===== src/rtl/sbsm_pkg.sv =====
// ----------------------------------------------------------------------------
// sbsm_pkg
// shared types and codes for the serial bank switch mapper
// ----------------------------------------------------------------------------
package sbsm_pkg;

    // access kinds carried in tuser
    localparam logic [2:0] KIND_CPU_READ  = 3'd0;
    localparam logic [2:0] KIND_CPU_WRITE = 3'd1;
    localparam logic [2:0] KIND_PPU_READ  = 3'd2;
    localparam logic [2:0] KIND_PPU_WRITE = 3'd3;
    localparam logic [2:0] KIND_RESET     = 3'd4;

    // loader commit targets, from address bits 14:13
    localparam logic [1:0] TGT_CONTROL  = 2'd0;
    localparam logic [1:0] TGT_CHR_LOW  = 2'd1;
    localparam logic [1:0] TGT_CHR_HIGH = 2'd2;
    localparam logic [1:0] TGT_PRG      = 2'd3;

    // program modes, control bits 3:2
    localparam logic [1:0] PRG_MODE_32K_A    = 2'd0;
    localparam logic [1:0] PRG_MODE_32K_B    = 2'd1;
    localparam logic [1:0] PRG_MODE_FIX_LOW  = 2'd2;
    localparam logic [1:0] PRG_MODE_FIX_HIGH = 2'd3;

    // configuration register indexes
    localparam logic CFG_PRG_BANK_COUNT = 1'b0;
    localparam logic CFG_CHR_BANK_COUNT = 1'b1;

    localparam logic [4:0] CONTROL_RESET   = 5'h1C;
    localparam logic [4:0] PRG_COUNT_RESET = 5'd16;
    localparam logic [7:0] CHR_COUNT_RESET = 8'd16;

    // last program bank for the power-up bank count
    localparam logic [3:0] PRG_LAST_RESET  = 4'(PRG_COUNT_RESET - 5'd1);

    typedef struct packed {
        logic [2:0]  kind;
        logic [15:0] addr;
        logic [7:0]  data;
    } t_item;

    typedef struct packed {
        logic [4:0] control;
        logic [4:0] shift_value;
        logic [2:0] shift_count;
        logic [4:0] chr_low_bank;
        logic [4:0] chr_high_bank;
        logic [3:0] chr_full_bank;
        logic [3:0] prg_low_bank;
        logic [3:0] prg_high_bank;
        logic [2:0] prg_full_bank;
    } t_bank_state;

endpackage


===== src/rtl/serial_bank_switch_mapper.sv =====
// ----------------------------------------------------------------------------
// serial_bank_switch_mapper
// cartridge bank mapper with a five-bit serial register loader
// ----------------------------------------------------------------------------
// usage:
//   each input item is one bus access: tuser holds the kind (cpu read, cpu
//   write, ppu read, ppu write, mapper reset), tdata the address and the
//   write byte. each item yields exactly one output item: tuser is the hit
//   flag, tdata the offset into program or character memory (zero on miss).
//   cpu writes never hit; they feed the serial loader and bank registers.
// timing:
//   an accepted item sits in the input register, where it is
//   translated and updates the bank state, then moves to the output
//   register, where its result becomes valid; the output handshake thus
//   follows the input handshake by way of both registers.
//   one item per cycle sustained while m_axis_tready stays high; the single
//   combinational pass between the two registers sets that rate.
// stalls:
//   when m_axis_tready is low the output register holds; the input register
//   still takes one more item, then s_axis_tready drops until space frees.
// reset:
//   i_rst_n (synchronous, active low) empties both registers, sets both bank
//   counts to 16 and the mapper state to its power-up values.
// configuration:
//   i_cfg_we writes i_cfg_data to register i_cfg_idx (0 program bank count,
//   1 character bank count); the user must write only while no item is in flight, the block does not enforce it.
// ----------------------------------------------------------------------------
module serial_bank_switch_mapper (
    input  logic        i_clk,
    input  logic        i_rst_n,
    // input items
    input  logic        s_axis_tvalid,
    output logic        s_axis_tready,
    input  logic [23:0] s_axis_tdata,   // addr[15:0], data[23:16]
    input  logic [2:0]  s_axis_tuser,   // kind[2:0]
    // result items
    output logic        m_axis_tvalid,
    input  logic        m_axis_tready,
    output logic [23:0] m_axis_tdata,   // mem_offset[17:0], zero pad[23:18]
    output logic        m_axis_tuser,   // hit[0]
    // configuration writes
    input  logic        i_cfg_we,
    input  logic        i_cfg_idx,
    input  logic [7:0]  i_cfg_data
);

    // configuration registers
    logic [4:0] r_prg_bank_count;
    logic [7:0] r_chr_bank_count;

    // input register
    logic            r_in_valid;
    sbsm_pkg::t_item r_in_item;

    // output register
    logic        r_out_valid;
    logic        r_out_hit;
    logic [17:0] r_out_mem_offset;

    logic                  w_advance;
    logic [3:0]            w_last_bank;
    sbsm_pkg::t_bank_state w_state;
    logic                  w_hit;
    logic [17:0]           w_mem_offset;

    // item moves from input to output register when output is free
    assign w_advance     = r_in_valid && (!r_out_valid || m_axis_tready);
    assign s_axis_tready = !r_in_valid || w_advance;

    // last program bank wraps modulo 16
    assign w_last_bank = r_prg_bank_count[3:0] - 4'd1;

    always_ff @(posedge i_clk) begin
        if (!i_rst_n) begin
            r_prg_bank_count <= sbsm_pkg::PRG_COUNT_RESET;
            r_chr_bank_count <= sbsm_pkg::CHR_COUNT_RESET;
        end else if (i_cfg_we) begin
            case (i_cfg_idx)
                sbsm_pkg::CFG_PRG_BANK_COUNT: r_prg_bank_count <= i_cfg_data[4:0];
                sbsm_pkg::CFG_CHR_BANK_COUNT: r_chr_bank_count <= i_cfg_data;
                default: r_chr_bank_count <= r_chr_bank_count;
            endcase
        end
    end

    always_ff @(posedge i_clk) begin
        if (!i_rst_n) begin
            r_in_valid <= 1'b0;
        end else if (s_axis_tready) begin
            r_in_valid <= s_axis_tvalid;
        end
    end

    always_ff @(posedge i_clk) begin
        if (s_axis_tvalid && s_axis_tready) begin
            r_in_item.kind <= s_axis_tuser;
            r_in_item.addr <= s_axis_tdata[15:0];
            r_in_item.data <= s_axis_tdata[23:16];
        end
    end

    // state update happens together with the translation of the same item
    sbsm_loader u_loader (
        .i_clk       (i_clk),
        .i_rst_n     (i_rst_n),
        .i_en        (w_advance),
        .i_item      (r_in_item),
        .i_last_bank (w_last_bank),
        .o_state     (w_state)
    );

    sbsm_xlate u_xlate (
        .i_item       (r_in_item),
        .i_state      (w_state),
        .i_chr_ram    (r_chr_bank_count == 8'd0),
        .o_hit        (w_hit),
        .o_mem_offset (w_mem_offset)
    );

    always_ff @(posedge i_clk) begin
        if (!i_rst_n) begin
            r_out_valid <= 1'b0;
        end else if (w_advance) begin
            r_out_valid <= 1'b1;
        end else if (m_axis_tready) begin
            r_out_valid <= 1'b0;
        end
    end

    always_ff @(posedge i_clk) begin
        if (w_advance) begin
            r_out_hit        <= w_hit;
            r_out_mem_offset <= w_mem_offset;
        end
    end

    assign m_axis_tvalid = r_out_valid;
    assign m_axis_tuser  = r_out_hit;
    assign m_axis_tdata  = {6'd0, r_out_mem_offset};

endmodule


===== src/rtl/sbsm_loader.sv =====
// ----------------------------------------------------------------------------
// sbsm_loader
// serial loader and bank registers, updated once per processed item
// ----------------------------------------------------------------------------
module sbsm_loader (
    input  logic                 i_clk,
    input  logic                 i_rst_n,
    input  logic                 i_en,
    input  sbsm_pkg::t_item      i_item,
    input  logic [3:0]           i_last_bank,
    output sbsm_pkg::t_bank_state o_state
);

    sbsm_pkg::t_bank_state r_state;
    sbsm_pkg::t_bank_state n_state;
    sbsm_pkg::t_bank_state w_clear;
    sbsm_pkg::t_bank_state w_power_up;

    logic [4:0] w_shifted;
    logic [2:0] w_count_inc;

    always_comb begin
        w_clear               = '0;
        w_clear.control       = sbsm_pkg::CONTROL_RESET;
        w_clear.prg_high_bank = i_last_bank;
        // power-up values follow the reset bank count
        w_power_up               = '0;
        w_power_up.control       = sbsm_pkg::CONTROL_RESET;
        w_power_up.prg_high_bank = sbsm_pkg::PRG_LAST_RESET;
    end

    assign w_shifted   = {i_item.data[0], r_state.shift_value[4:1]};
    assign w_count_inc = r_state.shift_count + 3'd1;

    always_comb begin
        n_state = r_state;
        case (i_item.kind)
            sbsm_pkg::KIND_CPU_WRITE: begin
                if (i_item.addr[15]) begin
                    if (i_item.data[7]) begin
                        // loader clear forces the fix-high program mode
                        n_state.shift_value  = '0;
                        n_state.shift_count  = '0;
                        n_state.control[3:2] = sbsm_pkg::PRG_MODE_FIX_HIGH;
                    end else if (w_count_inc >= 3'd5) begin
                        n_state.shift_value = '0;
                        n_state.shift_count = '0;
                        case (i_item.addr[14:13])
                            sbsm_pkg::TGT_CONTROL: begin
                                n_state.control = w_shifted;
                            end
                            sbsm_pkg::TGT_CHR_LOW: begin
                                if (r_state.control[4]) begin
                                    n_state.chr_low_bank = w_shifted;
                                end else begin
                                    n_state.chr_full_bank = w_shifted[4:1];
                                end
                            end
                            sbsm_pkg::TGT_CHR_HIGH: begin
                                if (r_state.control[4]) begin
                                    n_state.chr_high_bank = w_shifted;
                                end
                            end
                            default: begin
                                case (r_state.control[3:2])
                                    sbsm_pkg::PRG_MODE_FIX_LOW: begin
                                        n_state.prg_low_bank  = '0;
                                        n_state.prg_high_bank = w_shifted[3:0];
                                    end
                                    sbsm_pkg::PRG_MODE_FIX_HIGH: begin
                                        n_state.prg_low_bank  = w_shifted[3:0];
                                        n_state.prg_high_bank = i_last_bank;
                                    end
                                    default: begin
                                        n_state.prg_full_bank = w_shifted[3:1];
                                    end
                                endcase
                            end
                        endcase
                    end else begin
                        n_state.shift_value = w_shifted;
                        n_state.shift_count = w_count_inc;
                    end
                end
            end
            sbsm_pkg::KIND_RESET: begin
                n_state = w_clear;
            end
            default: begin
                n_state = r_state;
            end
        endcase
    end

    always_ff @(posedge i_clk) begin
        if (!i_rst_n) begin
            r_state <= w_power_up;
        end else if (i_en) begin
            r_state <= n_state;
        end
    end

    assign o_state = r_state;

endmodule


===== src/rtl/sbsm_xlate.sv =====
// ----------------------------------------------------------------------------
// sbsm_xlate
// address translation of cpu and ppu accesses through the bank registers
// ----------------------------------------------------------------------------
module sbsm_xlate (
    input  sbsm_pkg::t_item       i_item,
    input  sbsm_pkg::t_bank_state i_state,
    input  logic                  i_chr_ram,
    output logic                  o_hit,
    output logic [17:0]           o_mem_offset
);

    logic [3:0] w_prg_bank;
    logic [4:0] w_chr_bank;

    assign w_prg_bank = i_item.addr[14] ? i_state.prg_high_bank : i_state.prg_low_bank;
    assign w_chr_bank = i_item.addr[12] ? i_state.chr_high_bank : i_state.chr_low_bank;

    always_comb begin
        o_hit        = 1'b0;
        o_mem_offset = '0;
        case (i_item.kind)
            sbsm_pkg::KIND_CPU_READ: begin
                if (i_item.addr[15]) begin
                    o_hit = 1'b1;
                    if (i_state.control[3]) begin
                        o_mem_offset = {w_prg_bank, i_item.addr[13:0]};
                    end else begin
                        o_mem_offset = {i_state.prg_full_bank, i_item.addr[14:0]};
                    end
                end
            end
            sbsm_pkg::KIND_PPU_READ: begin
                if (i_item.addr[15:13] == 3'd0) begin
                    o_hit = 1'b1;
                    if (i_chr_ram) begin
                        o_mem_offset = {5'd0, i_item.addr[12:0]};
                    end else if (i_state.control[4]) begin
                        o_mem_offset = {1'b0, w_chr_bank, i_item.addr[11:0]};
                    end else begin
                        o_mem_offset = {1'b0, i_state.chr_full_bank, i_item.addr[12:0]};
                    end
                end
            end
            sbsm_pkg::KIND_PPU_WRITE: begin
                if (i_item.addr[15:13] == 3'd0 && i_chr_ram) begin
                    o_hit        = 1'b1;
                    o_mem_offset = {5'd0, i_item.addr[12:0]};
                end
            end
            default: begin
                o_hit        = 1'b0;
                o_mem_offset = '0;
            end
        endcase
    end

endmodule

===== config.mk =====
export PLATFORM = sky130hd
export DESIGN_NAME = serial_bank_switch_mapper
export DESIGN_NICKNAME = d
export VERILOG_FILES = /design/src/rtl/sbsm_pkg.sv /design/src/rtl/serial_bank_switch_mapper.sv /design/src/rtl/sbsm_loader.sv /design/src/rtl/sbsm_xlate.sv
export SDC_FILE = /design/constraint.sdc
export NUM_CORES = 1
export LEC_CHECK = 0
export ABC_AREA = 1
export BUFFER_PORTS_ARGS = -buffer_cell sky130_fd_sc_hd__buf_2
export CORE_MARGIN = 2
export CORE_UTILIZATION = 56
export CTS_CLUSTER_SIZE = 12
export DETAILED_ROUTE_END_ITERATION = 10
export PLACE_DENSITY_LB_ADDON = 0.15
export SLEW_MARGIN = 10
export SYNTH_ARGS = -nofsm -noshare
export SYNTH_HDL_FRONTEND = slang
export SYNTH_SLANG_ARGS = --single-unit
export TNS_END_PERCENT = 50

===== constraint.sdc =====
create_clock -name i_clk -period 2.18 [get_ports i_clk]
set_input_delay 0 -clock i_clk [delete_from_list [all_inputs] [get_ports i_clk]]
set_output_delay 0 -clock i_clk [all_outputs]
set_load 0.05 [all_outputs]

# == Word level (Yosys, flattened, before mapping) ==
# Cells that the tools add are included.
# Widths: inputs -> output; s select.
# totals
register_bits,98
latch_bits,0
mem_bits_rw,0
romBits,0
inputBits,41
out_inout_bits,27
memories,0
# op_classes
n_addsub,2
mul,0
div,0
n_lt_le_gt_ge,1
eq_ne,21
shifts,0
n_mux,34
n_bitwise,1
reduce_logical,25
# op_table
op,n
$pmux 38 s2,1
$mux 18,4
$pmux 18 s3,1
$mux 25,2
$mux 38,1
$reduce_and 7->1,5
$mux 5,6
$mux 17,1
$mux 8,2
$ne 2x2->1 const B,8
$pmux 8 s2,1
$mux 13,1
$mux 4,3
$mux 11,1
$logic_not 8->1,1
$eq 2x2->1 const B,3
$eq 3x2->1 const B,2
$logic_not 3->1,2
$mux 1,6
$ne 3x3->1 const B,2
$reduce_and 6->1,1
$reduce_and 5->1,1
$mux 2,2
$ne 2x1->1 const B,2
other kinds (19),25

# == Depth between registers and ports, before layout ==
# Gate-level depths: netlist of run 1.
# depth
depth_word,8
ltp_mapped,10
depth_no_buf,10

# == Hierarchy ==
# Synthesis of run 1 repeated with hierarchy kept, for this count alone.
# unflattened
cells_unflattened,578
hier_area_um2,4858.4
# by_module_without_submodules
mod,n_inst,cells_per_inst,area_per_inst_um2,seq_area_each_um2
serial_bank_switch_mapper,1,145,2057.0,1661.6
sbsm_loader,1,285,1981.9,760.7
sbsm_xlate,1,148,819.5,0.0

# == Worst setup path before layout of run 1 ==
# No wires, ideal clock.
# synth_timing
path_kind,register to register
from,register r_out_valid (netlist: m_axis_tvalid)
to,register r_in_item[0] (netlist name) (enable)
arrival_time_ps,1712
t_required_ps,1838
setup_slack_ps,127
path_stages_with_launch,4
n_path_buf,0
period_less_slack_ps,2053
path_cell_list,dfxtp_1 nand3_1 nand2_1 inv_1
# synth_between
elab_chain_len,5
# synth_rtl
element,line_no,source
start: declaration,serial_bank_switch_mapper.sv:56,logic r_out_valid;
start signal: assignment,serial_bank_switch_mapper.sv:122,r_out_valid <= 1'b0;
start signal: assignment,serial_bank_switch_mapper.sv:124,r_out_valid <= 1'b1;
start signal: assignment,serial_bank_switch_mapper.sv:126,r_out_valid <= 1'b0;
$logic_not 1->1,serial_bank_switch_mapper.sv:67,assign w_advance = r_in_valid && (!r_out_valid || m_axis_tready);
$logic_or 1x1->1,serial_bank_switch_mapper.sv:67,
$logic_and 1x1->1,serial_bank_switch_mapper.sv:67,
$logic_or 1x1->1,serial_bank_switch_mapper.sv:68,assign s_axis_tready = !r_in_valid || w_advance;
named net s_axis_tready,serial_bank_switch_mapper.sv:33,"output logic s_axis_tready,"
$logic_and 1x1->1,serial_bank_switch_mapper.sv:95,if (s_axis_tvalid && s_axis_tready) begin
end: declaration,serial_bank_switch_mapper.sv:53,sbsm_pkg::t_item r_in_item;
# The timed path passes the listed nets, and every way through them passes these cells.
# A chain may end at the register's enable or synchronous reset.

# == Worst setup path in the final report of run 1 ==
# layout_timing
from,register u_loader.r_state (netlist bit u_loader.o_state[25])
to,register u_loader.r_state (netlist bit u_loader.o_state[5])
# layout_between
elab_chain_len,4
# layout_rtl
element,line_no,source
start: declaration,sbsm_loader.sv:14,sbsm_pkg::t_bank_state r_state;
start signal: assignment,sbsm_loader.sv:97,r_state <= w_power_up;
start signal: assignment,sbsm_loader.sv:99,r_state <= n_state;
$add 3x1->3,sbsm_loader.sv:33,assign w_count_inc = r_state.shift_count + 3'd1;
$ge 3x3->1,sbsm_loader.sv:45,end else if (w_count_inc >= 3'd5) begin
$ne 2x1->1 (no source line),-,
$reduce_and 7->1 (no source line),-,
# Every way passes these cells.

==> run metrics, run 1 <==
area grow syn2layout=21.26%; Netlist Area Pre-Place=4031 um2; max_cap viols=0; hold path start=i_cfg_idx; Starting Density=0.5869; total core area=6869 um2; final setup fails=0; synth warn=0; Worst VDD drop=352.5 uV; global-route wire length before repair=14240 um; combinational power share=0.121; Layout Nets=603; Die Ht=88.85 um; sequential share of the synthesized area=0.5413; Post-DP Area=4353 um2; commonest non-fill, non-tap cells in the layout=nand2_1 (88), nor2_1 (77), buf_2 (55); final WL=8814 um; ANT nets after route=0; Slew headroom=0.5055; Initial DRC Count=225; share of layout cells above drive strength 1=0.1684; setup tns final=0 ps; half-perimeter wire length after placement=5919 um; CP max-delay cell=dfxtp_1; worst skew pair latency=350 ps; vias in the first global route=3201; Post CTS Setup Buffer Count=0; Sequential Power Share=0.531; worst setup path end=u_loader.o_state[5]; Worst Path Buf+Inv=2; final core occ=0.7117; Avg Cell Area, Syn=8.559 um2; Setup CP Type=flop to flop; GRT overflow=0; crit share post-route=0.8715; Worst R2R End=u_loader.o_state[5]; Setup WS pre-CTS=301.7 ps; post_cts resized=0; unrepaired setup endpoints after global routing=false; WP data arrival=2110 ps; outcome=completed; net switching power=0.0008795 W; vias per cell=5.139; most frequent CP cell=nand3_1; final-report hold violation count=0; TritonCTS clock tree=built; std cell rows=30; Num Clock Sinks=89; Power Dens Cells=715.1 nW/um2; drt pass-1 iters=4; crit-path max FO=23; area share of the largest cell type after synthesis=0.2980; Critical Path RT=2390 ps; worst slew pin tran=741.7 ps; WL/cell=13.33 um; CP Cell Sequence=inv_1 > ha_1 > inv_1 > nand3_1 > nand3_1 > nand2_2 > nand3_1 > nand2_1 > nand3_1; most common cell after layout, fill and taps aside=nand2_1; number of primary I/O pins=68; clk buf depth=2; area leader, netlist=edfxtp_1; max layer used=met4; top post-synthesis cells by area=edfxtp_1 (30%), dfxtp_1 (24%), nand2_1 (8.2%), nor2_1 (7.2%), inv_1 (4.3%); Net Sw Frac=0.2516; CP Capture Type=flop; Max Slew Vio Count=0; IO buf count=55; Inserted Clock Buffers=9; Hold Crit Class=input port to flop; post-route clock skew=6.523 ps; FF-to-FF Start=u_loader.o_state[25]; Seq cells post-synth=89; Routability Congestion=0.8049; minimum clock period=1900 ps; DRT met1 WL=3973 um; fmax=526.4 MHz; LEAKAGE=2.105 nW; CP Depth=9; Worst Setup SP=u_loader.o_state[25]; met3 wire len=462 um; H-tree depth=3; r2r setup slk=280 ps; via count=3397; Int Pwr=0.002616 W; kind of cell adding the most delay to the critical path=simple AND/OR/NAND/NOR gates; Synth cell types=34; root buffer cell=clkbuf_8; Clock power frac=0.348; Finished Cell Area=4888 um2; hold-fix buffer count after cts=32; met2 wire len=4243 um; worst reg2reg path depth=9; Largest stage delay, worst path=380 ps; all-layer global routing usage=0.2354; Chip Width=88.85 um; Clk pin slew, worst setup/hold paths=90 ps; initial antenna violation count=0; crit start category=flop; Syn Inst Count=471; Die ar.=7893 um2; Setup WS post-layout=280.2 ps; largest net degree at the start of global routing=47; Post-route DRC=0
[stage by stage]
stage | std cells | hold slack [ps] | power [W]
6_report | 661 | 23.94 | 0.003496
3_3_place_gp | 612 | 176.1 | 0.002255
3_5_place_dp | 612 | 178.1 | 0.002264
2_1_floorplan | 476 | 98.87 | 0.002175
4_1_cts | 660 | 10.43 | 0.003505
5_1_grt | 660 | 87.64 | 0.003618
[sequential cells by signal, summed over array words and instances (netlist names)]
| name | cells |
|---|---|
| r_in_valid | 1 |
| r_chr_bank_count | 8 |
| m_axis_tvalid | 1 |
| m_axis_tuser | 1 |
| r_out_mem_offset | 18 |
| r_in_item | 21 |
| u_loader.o_state | 35 |
| r_prg_bank_count | 4 |
[synthesized netlist by cell type, drive strengths merged]
master / number
nand2: 93
nor2: 82
dfxtp: 49
inv: 48
edfxtp: 40
o21ai: 32
nand3: 30
a21oi: 23
nand4: 21
buf: 18
o21a: 12
nor3: 4
o22ai: 4
ha: 3
o211ai: 3
clkbuf: 2
or2: 2
a31oi: 1
conb: 1
nand3b: 1
o32ai: 1
xor2: 1
[area by class of cell]
cell class                      count  area (um2)
Timing Repair Buffer               92       633.1
Clock buffer                       11       131.4
Tap cell                           96       120.1
Inverter                           48       180.2
Multi-Input combinational cell    319        1558
Fill cell                         558        1981
Clock inverter                      5       81.33
Antenna cell                        1       2.502
Sequential cell                    89        2182
[power by group through the flow]
stage,clock [W],combinational (W),sequential [W]
floorplan,0,0.000245,0.00193
global placement,0,0.000365,0.00189
detailed placement,0,0.000371,0.00189
CTS,0.00123,0.000417,0.00185
global route,0.00128,0.000470,0.00186
finish,0.00122,0.000423,0.00185
[cells by family (layout without fill, tap and decap cells)]
| logic type | after synthesis | in the layout | share of synthesized area |
|---|---|---|---|
| other | 1 | 7 | 0.0009302 |
| buffers and inverters | 68 | 156 | 0.07697 |
| flip-flops | 89 | 89 | 0.5413 |
| AND/OR/NAND/NOR | 233 | 233 | 0.2585 |
| XOR/XNOR | 1 | 1 | 0.002173 |
| adder cells (fa/ha/maj) | 3 | 3 | 0.009312 |
| AO/OA/AOI/OAI | 76 | 76 | 0.1108 |
[worst min-delay path by stage]
stage	depth (start not counted)	end	slack, ps
4_1_cts	4	r_prg_bank_count[2]	10
2_1_floorplan	0	r_in_item[0]	100
5_1_grt	4	r_prg_bank_count[2]	90
3_5_place_dp	1	r_in_item[20]	180
3_3_place_gp	1	r_in_item[23]	180
6_report	4	r_prg_bank_count[2]	20
[metal layers]
layer,vias to the layer above,GRT usage
met5,-,0
met4,0,0.08815
met3,13,0.03638
met2,101,0.4064
met1,1548,0.2980
li1,1735,-
[tightest hold or removal path, delay by kind of cell]
kind / cells / cell delay (ps)
AND/OR/NAND/NOR: 2 / 110
AO/OA/AOI/OAI: 1 / 140
buffers and inverters: 1 / 90
Power figures use the tool's default switching activity.
==> run 2: changes to the inputs <==
- CORE_UTILIZATION: 56 -> 52
==> run metrics, run 2 (same netlist as run 1, synthesis figures left out) <==
LEAKAGE=2.103 nW; global-route wire length before repair=14810 um; unrepaired setup endpoints after global routing=false; Critical Path RT=2400 ps; Ant. Diodes=0; area grow syn2layout=21.26%; outcome=completed; number of primary I/O pins=68; FF-to-FF Start=r_in_item[24]; Clk pin slew, worst setup/hold paths=90 ps; crit start category=flop; Inserted Clock Buffers=9; GRT overflow=0; vias in the first global route=3365; Die ar.=8473 um2; WL/cell=13.06 um; post-route clock skew=10.78 ps; Starting Density=0.5299; Routability Congestion=0.8368; Hold Crit Class=input port to flop; commonest non-fill, non-tap cells in the layout=nand2_1 (88), nor2_1 (77), buf_2 (55); Setup CP Type=flop to flop; worst slew pin tran=741.9 ps; all-layer global routing usage=0.2221; Finished Cell Area=4888 um2; setup tns final=0 ps; max_cap viols=0; minimum clock period=1903 ps; initial antenna violation count=0; half-perimeter wire length after placement=5919 um; H-tree depth=3; total core area=7607 um2; Slew headroom=0.5054; final-report hold violation count=0; Max Slew Vio Count=0; CP Cell Sequence=nor2_2 > nand2_2 > nand2_4 > nand2_2 > nor2_8 > nand3_1 > nand2_1 > nand3_1; ANT nets after route=0; share of layout cells above drive strength 1=0.1735; Chip Width=92.05 um; largest net degree at the start of global routing=47; Initial DRC Count=193; Worst VDD drop=329.7 uV; final WL=8708 um; Layout Nets=604; most common cell after layout, fill and taps aside=nand2_1; Largest stage delay, worst path=450 ps; clk buf depth=2; vias per cell=5.106; r2r setup slk=280 ps; Post CTS Setup Buffer Count=0; crit-path max FO=25; WP data arrival=2120 ps; final core occ=0.6426; Num Clock Sinks=89; root buffer cell=clkbuf_8; max FFs per register=35; via count=3406; CP max-delay cell=edfxtp_1; TritonCTS clock tree=built; Power Dens Cells=697.4 nW/um2; worst skew pair latency=360 ps; Worst R2R End=u_loader.o_state[6]; final setup fails=0; worst reg2reg path depth=8; Post-DP Area=4368 um2; Hold Path End=r_prg_bank_count[2]; Die Ht=92.05 um; std cell rows=32; Worst Hold Path Cells=4; fmax=525.6 MHz; IO buf count=55; hold_ws=33.71 ps; hold path start=i_cfg_idx; crit share post-route=0.8727; CP Capture Type=flop; Post-route DRC=0; drt pass-1 iters=4
[run 2: stage by stage]
stage / power (W) / instances / setup slack, ps
finish: 0.003409 / 667 / 277.4
global route: 0.003568 / 667 / 79.59
CTS: 0.003432 / 667 / 283.7
detailed placement: 0.002265 / 619 / 302.9
global placement: 0.002255 / 619 / 360.3
floorplan: 0.002175 / 476 / 126.8
[run 2: routing by layer]
metal  wire length (um)  share of wire  GRT usage
met2               4377           0.50     0.3952
met3                408          0.047    0.04930
met1               3682           0.42     0.2580
met5                  0              0          0
met4                239          0.027    0.09204
[run 2: worst max-delay path by stage]
stage | from | endpoint | slack (ps)
6_report | r_in_item[24] | u_loader.o_state[6] | 280
5_1_grt | r_in_item[24] | u_loader.o_state[3] | 80
4_1_cts | r_in_item[24] | u_loader.o_state[6] | 280
3_5_place_dp | r_in_item[24] | u_loader.o_state[6] | 300
3_3_place_gp | r_in_item[24] | u_loader.o_state[6] | 360
2_1_floorplan | m_axis_tvalid | r_in_item[0] | 130
[run 2: area by class of cell]
class,count,area [um2]
multi-input combinational,319,1558
timing repair buffer,93,640.6
sequential,89,2182
fill,667,2719
inverter,48,180.2
clock inverter,7,76.32
tap,102,127.6
clock buffer,9,123.9
[run 2: where the power goes]
part           internal (W)  total, W  switching [W]
registers           0.00182   0.00185      0.0000375
logic              0.000150  0.000422       0.000272
clock network      0.000540   0.00113       0.000594
total               0.00251   0.00341       0.000903
[run 2: repair_timing]
item                                   CTS  global route
gates resized for setup                  0             0
endpoints found under the hold margin   35             0
hold buffers                            32             0
[run 2: critical path, delay by kind of cell (launching register included)]
family | cells | cell delay (ps)
AND/OR/NAND/NOR | 8 | 1300
flip-flops | 1 | 450
